## config.mk

```make
export PLATFORM = sky130hd
export DESIGN_NAME = lsvm_div
export DESIGN_NICKNAME = d
export VERILOG_FILES = /design/src/lsvm_pkg.sv /design/src/lsvm_div.sv
export SDC_FILE = /design/constraint.sdc
export NUM_CORES = 1
export LEC_CHECK = 0
export BUFFER_PORTS_ARGS = -buffer_cell sky130_fd_sc_hd__clkbuf_2
export CAP_MARGIN = 20
export CORE_MARGIN = 2
export CORE_UTILIZATION = 50
export CTS_BUF_LIST = sky130_fd_sc_hd__clkbuf_4
export DETAILED_ROUTE_END_ITERATION = 12
export GPL_TIMING_DRIVEN = 0
export PLACE_DENSITY = 0.74
export SLEW_MARGIN = 10
export SYNTH_ARGS = -nofsm -noshare
export SYNTH_HDL_FRONTEND = slang
export SYNTH_SLANG_ARGS = --single-unit
```

## constraint.sdc

```tcl
create_clock -name clk -period 3.54 [get_ports clk]
set_input_delay 0.708 -clock clk [delete_from_list [all_inputs] [get_ports clk]]
set_output_delay 0.708 -clock clk [all_outputs]
set_load 0.02 [all_outputs]
```

## src/lsvm_pkg.sv

```systemverilog
// shared types and constants for the linear svm sgd trainer
// no dependencies
package lsvm_pkg;

    localparam int MAX_FEATURES = 512;
    localparam int ADDR_W       = $clog2(MAX_FEATURES);
    localparam int CNT_W        = $clog2(MAX_FEATURES + 1);

    localparam int CFG_IDX_W  = 1;
    localparam int CFG_DATA_W = 16;
    localparam logic [CFG_IDX_W-1:0] CFG_FEATURE_COUNT  = 1'b0;
    localparam logic [CFG_IDX_W-1:0] CFG_REGULARIZATION = 1'b1;

    localparam logic KIND_FEATURE = 1'b0;
    localparam logic KIND_READ    = 1'b1;
    localparam logic RES_SAMPLE   = 1'b0;
    localparam logic RES_WEIGHT   = 1'b1;

    localparam int DIV_REM_W  = 49;
    localparam int DIV_WORD_W = 64;
    localparam int DIV_CNT_W  = 6;
    localparam logic [DIV_CNT_W-1:0] DIV_STEPS_SCALE = 6'd32;
    localparam logic [DIV_CNT_W-1:0] DIV_STEPS_TERM  = 6'd36;

    typedef struct packed {
        logic               kind;
        logic [8:0]         feature_index;
        logic signed [15:0] feature_value;
        logic               label;
        logic               last_feature;
    } in_word_t;

    typedef struct packed {
        logic               result_kind;
        logic signed [31:0] weight_value;
        logic signed [31:0] margin;
        logic               hinge_active;
        logic [31:0]        samples_seen;
    } out_word_t;

    typedef struct packed {
        logic                  start;
        logic [DIV_CNT_W-1:0]  steps;
        logic [DIV_REM_W-1:0]  rem_init;
        logic [DIV_WORD_W-1:0] dividend;
        logic [DIV_REM_W-1:0]  divisor;
    } div_req_t;

    typedef struct packed {
        logic                  done;
        logic [DIV_WORD_W-1:0] quotient;
    } div_rsp_t;

endpackage

```

## src/lsvm_div.sv

```systemverilog
// restoring divider, one quotient bit per cycle
// depends on lsvm_pkg
module lsvm_div (
    input  logic              clk,
    input  logic              rst_n,
    input  lsvm_pkg::div_req_t req,
    output lsvm_pkg::div_rsp_t rsp
);

    logic [lsvm_pkg::DIV_REM_W-1:0]  rem_reg, rem_next;
    logic [lsvm_pkg::DIV_WORD_W-1:0] word_reg, word_next;
    logic [lsvm_pkg::DIV_REM_W-1:0]  divisor_reg, divisor_next;
    logic [lsvm_pkg::DIV_CNT_W-1:0]  cnt_reg, cnt_next;
    logic                            busy_reg, busy_next;
    logic                            done_reg, done_next;
    logic [lsvm_pkg::DIV_REM_W:0]    trial;
    logic [lsvm_pkg::DIV_REM_W:0]    diff;
    logic                            fits;

    assign trial = {rem_reg, word_reg[lsvm_pkg::DIV_WORD_W-1]};
    assign diff  = trial - {1'b0, divisor_reg};
    assign fits  = trial >= {1'b0, divisor_reg};

    always_comb
    begin
        rem_next     = rem_reg;
        word_next    = word_reg;
        divisor_next = divisor_reg;
        cnt_next     = cnt_reg;
        busy_next    = busy_reg;
        done_next    = 1'b0;
        if (req.start)
        begin
            rem_next     = req.rem_init;
            word_next    = req.dividend;
            divisor_next = req.divisor;
            cnt_next     = req.steps;
            busy_next    = 1'b1;
        end
        else if (busy_reg)
        begin
            rem_next  = fits ? diff[lsvm_pkg::DIV_REM_W-1:0] : trial[lsvm_pkg::DIV_REM_W-1:0];
            word_next = {word_reg[lsvm_pkg::DIV_WORD_W-2:0], fits};
            cnt_next  = cnt_reg - 1'b1;
            if (cnt_reg == lsvm_pkg::DIV_CNT_W'(1))
            begin
                busy_next = 1'b0;
                done_next = 1'b1;
            end
        end
    end

    always_ff @(posedge clk or negedge rst_n)
    begin
        if (!rst_n)
        begin
            cnt_reg  <= '0;
            busy_reg <= 1'b0;
            done_reg <= 1'b0;
        end
        else
        begin
            cnt_reg  <= cnt_next;
            busy_reg <= busy_next;
            done_reg <= done_next;
        end
    end

    always_ff @(posedge clk)
    begin
        rem_reg     <= rem_next;
        word_reg    <= word_next;
        divisor_reg <= divisor_next;
    end

    assign rsp.done     = done_reg;
    assign rsp.quotient = word_reg;

endmodule

```

==> flow_metrics.py <==
metrics = {
    "critical_path": {
        "critical-path-slowest-cell": "edfxtp_1",
        "slowest_delay_ps": 440,
        "critPathMaxFanout": 10,
        "critPathCaptureType": "flop",
        "worst_setup_path_start_kind": "flop",
        "r2r-start": "word_reg[63]",
        "critical_path.top_delay_family": "compound AO/OA/AOI/OAI gates",
        "crit_type": "flop to flop",
        "path_cells": "inv_1 > ha_1 > inv_1 > fa_2 > a211oi_2 > o211a_1 > o21a_1 > a31o_4 > a311oi_4 > o21a_1 > buf_4 > nor2_4 > buf_6 > mux2i_2 > o21ai_1",
        "required_ps": 3870,
        "crit_path_start": "word_reg[63]",
        "critical_path_arrival_ps": 3810,
        "crit_buf_inv": 4,
    },
    "timing": {
        "worst_slack_ps": 67.0,
        "hold_viol": 0,
        "finClkSkew_ps": 37.9,
        "hold_ws_ps": 267,
        "fin_tns_setup_ps": 0,
        "rsz0062_at_grt": "yes",
        "drv_slew": 0,
        "period_needed_ps": 3470,
        "setup_viol": 0,
        "period_share": 0.981,
        "slew_headroom": 0.480,
        "tightest_slew_ps": 780,
        "clock.fmax_mhz": 288,
    },
    "layout": {
        "final_cell_mix": "clkbuf_2 (236), edfxtp_1 (162), nand2_1 (104), nor2_1 (76)",
        "final_nets": 1423,
        "layout-drive-gt1-share": 0.320,
        "layout-area-overhead-vs-synth_pct": 21.0,
        "largest_reg_flops": 64,
        "final_area_um2": 12200,
        "final_common_cell": "clkbuf_2",
    },
    "global_route": {
        "grtUsageMet3": 0.0759,
        "grt_usage": 0.258,
        "grt_max_degree": 51,
        "use_met1": 0.314,
        "busiest_layer": "met2",
        "antenna_found_initial": 2,
        "grt_pass1_vias": 8224,
        "overflow": 0,
        "grt_pass1_wl_um": 42800,
        "use_met2": 0.438,
    },
    "detailed_routing": {
        "drc": 0,
        "first_iter_violations": 477,
        "via_count": 8303,
        "routedWlPerCell_um": 18.5,
        "viasPerCell": 5.61,
        "antenna_left": 0,
        "dr.pass1.iters": 7,
        "routed_wl_um": 27400,
    },
    "floorplan": {
        "die-height_um": 146,
        "die_area_um2": 21300,
        "core.rowCount": 51,
        "die_width_um": 146,
        "core_area_um2": 19600,
        "start_util": 0.514,
        "ioPinCount": 236,
    },
    "synthesis": {
        "synth.distinct_cells": 68,
        "synth.avg_cell_area_um2": 10.8,
        "syn_nets": 1158,
        "synth_seq_cells": 170,
        "synthTopCellsByArea": "edfxtp_1 (48%), mux2_2 (7.3%), ha_1 (6.3%), nand2_1 (3.9%), nor2_1 (2.9%)",
        "synth_warnings": 0,
        "synthCells": 935,
        "synth_edf_count": 162,
        "synth_top_area_frac": 0.483,
        "yosysTopAreaCell": "edfxtp_1",
        "dominantRegCellSynth": "edfxtp_1",
        "syn-cell-area_um2": 10100,
        "ys_seq_area_frac": 0.503,
        "synthArstFlopShare": 0.0471,
    },
    "clock_network": {
        "cts_tree": "done",
        "clock_sinks": 170,
        "cts_htree_levels": 4,
        "numCtsBuffers": 17,
        "clkLatencyLatePin_ps": 600,
        "root_buffer": "clkbuf_4",
        "clock_path_buffers": 2,
        "cts.clk_slew.worst_paths_ps": 180,
    },
    "place": {
        "place_ws_ps": -845,
        "placed_cell_area_um2": 11700,
        "port-buffer-count": 235,
        "hpwl_um": 20700,
        "gp_congestion": 0.887,
    },
    "run_status": {
        "outcome": "complete, no violations",
    },
    "power_and_ir_drop": {
        "power.share.combinational": 0.532,
        "ir_drop_mv": 0.374,
        "clkPwrFrac": 0.135,
        "internal-power_w": 0.00531,
        "netSwitchingFraction": 0.423,
        "p_sw_w": 0.00389,
        "leakage_nw": 5.34,
        "power_density_nw_per_um2": 754,
        "p_total_w": 0.00920,
        "seqPwrFrac": 0.333,
    },
    "min_path": {
        "hold_path_class": "input pin to flop",
        "worstHoldStart": "req[31]",
    },
    "run": {
        "drv_cap": 0,
    },
}
==> logic make-up (layout without fill, tap and decap cells) <==
group                    Yosys count  in the layout  synth area share
AO/OA/AOI/OAI                    231            231             0.155
other                              0              1                 0
flip-flops                       170            170             0.503
XOR/XNOR                          44             44            0.0382
adder cells (fa/ha/maj)           52             52            0.0653
buffers and inverters            104            382            0.0427
multiplexers                      71             71            0.0786
AND/OR/NAND/NOR                  263            263             0.118
==> metal layers <==
layer  wire length, um  vias to the layer above  part of all wire
met5                12                        -           0.00044
met4               658                        2             0.024
met3              2160                       43             0.079
met2             13400                      323              0.49
met1             11100                     3953              0.41
li1                  -                     3982                 -
==> stage by stage <==
stage,utilization,std cells
floorplan,-,935
global placement,0.592,1435
detailed placement,0.595,1438
CTS,0.615,1472
global route,0.622,1479
finish,0.622,1479
==> worst paths after layout <==
kind | end | cells after the start | slack [ps]
setup / recovery | rem_reg[1] | 15 | 70
hold / removal | divisor_reg[31] | 1 | 270
setup reg to reg | rem_reg[1] | 15 | 70
hold reg to reg | word_reg[51] | 1 | 600
max in group asynchronous | cnt_reg[2] | 2 | 2870
min in group asynchronous | cnt_reg[3] | 2 | 490
==> power groups by stage <==
stage | Combinational, W | Sequential [W] | Clock, W
5_1_grt | 0.00540 | 0.00312 | 0.00135
6_report | 0.00490 | 0.00306 | 0.00124
3_3_place_gp | 0.00454 | 0.00309 | 0
4_1_cts | 0.00469 | 0.00306 | 0.00127
3_5_place_dp | 0.00460 | 0.00310 | 0
2_1_floorplan | 0.00341 | 0.00314 | 0
==> final cells by class <==
type / count / area, um2
flip-flops and latches: 170 / 5060
clock buffers: 17 / 128
diodes: 1 / 2.50
inverters: 66 / 251
plain buffers: 36 / 201
clock inverters: 15 / 176
fillers: 1698 / 7400
multi-input cells: 661 / 4700
repair buffers: 248 / 1340
well taps: 265 / 332
==> cell usage after synthesis (all sizes together), types with 16 or more instances <==
master / n
a21o: 26
o21ai: 40
ha: 51
xor2: 16
a31oi: 34
edfxtp: 162
clkbuf: 25
nand2: 104
nor2: 78
inv: 66
xnor2: 28
mux2: 65
a21oi: 59
==> repair_timing <==
item / 4_1_cts / 5_1_grt
hold buffers: 1 / 0
buffers inserted: 2 / 7
endpoints found under the setup margin: 88 / 87
gates resized for setup: 13 / 20
pin swaps: 2 / 6
endpoints found under the hold margin: 8 / 0
(Power assumes the default switching activity.)
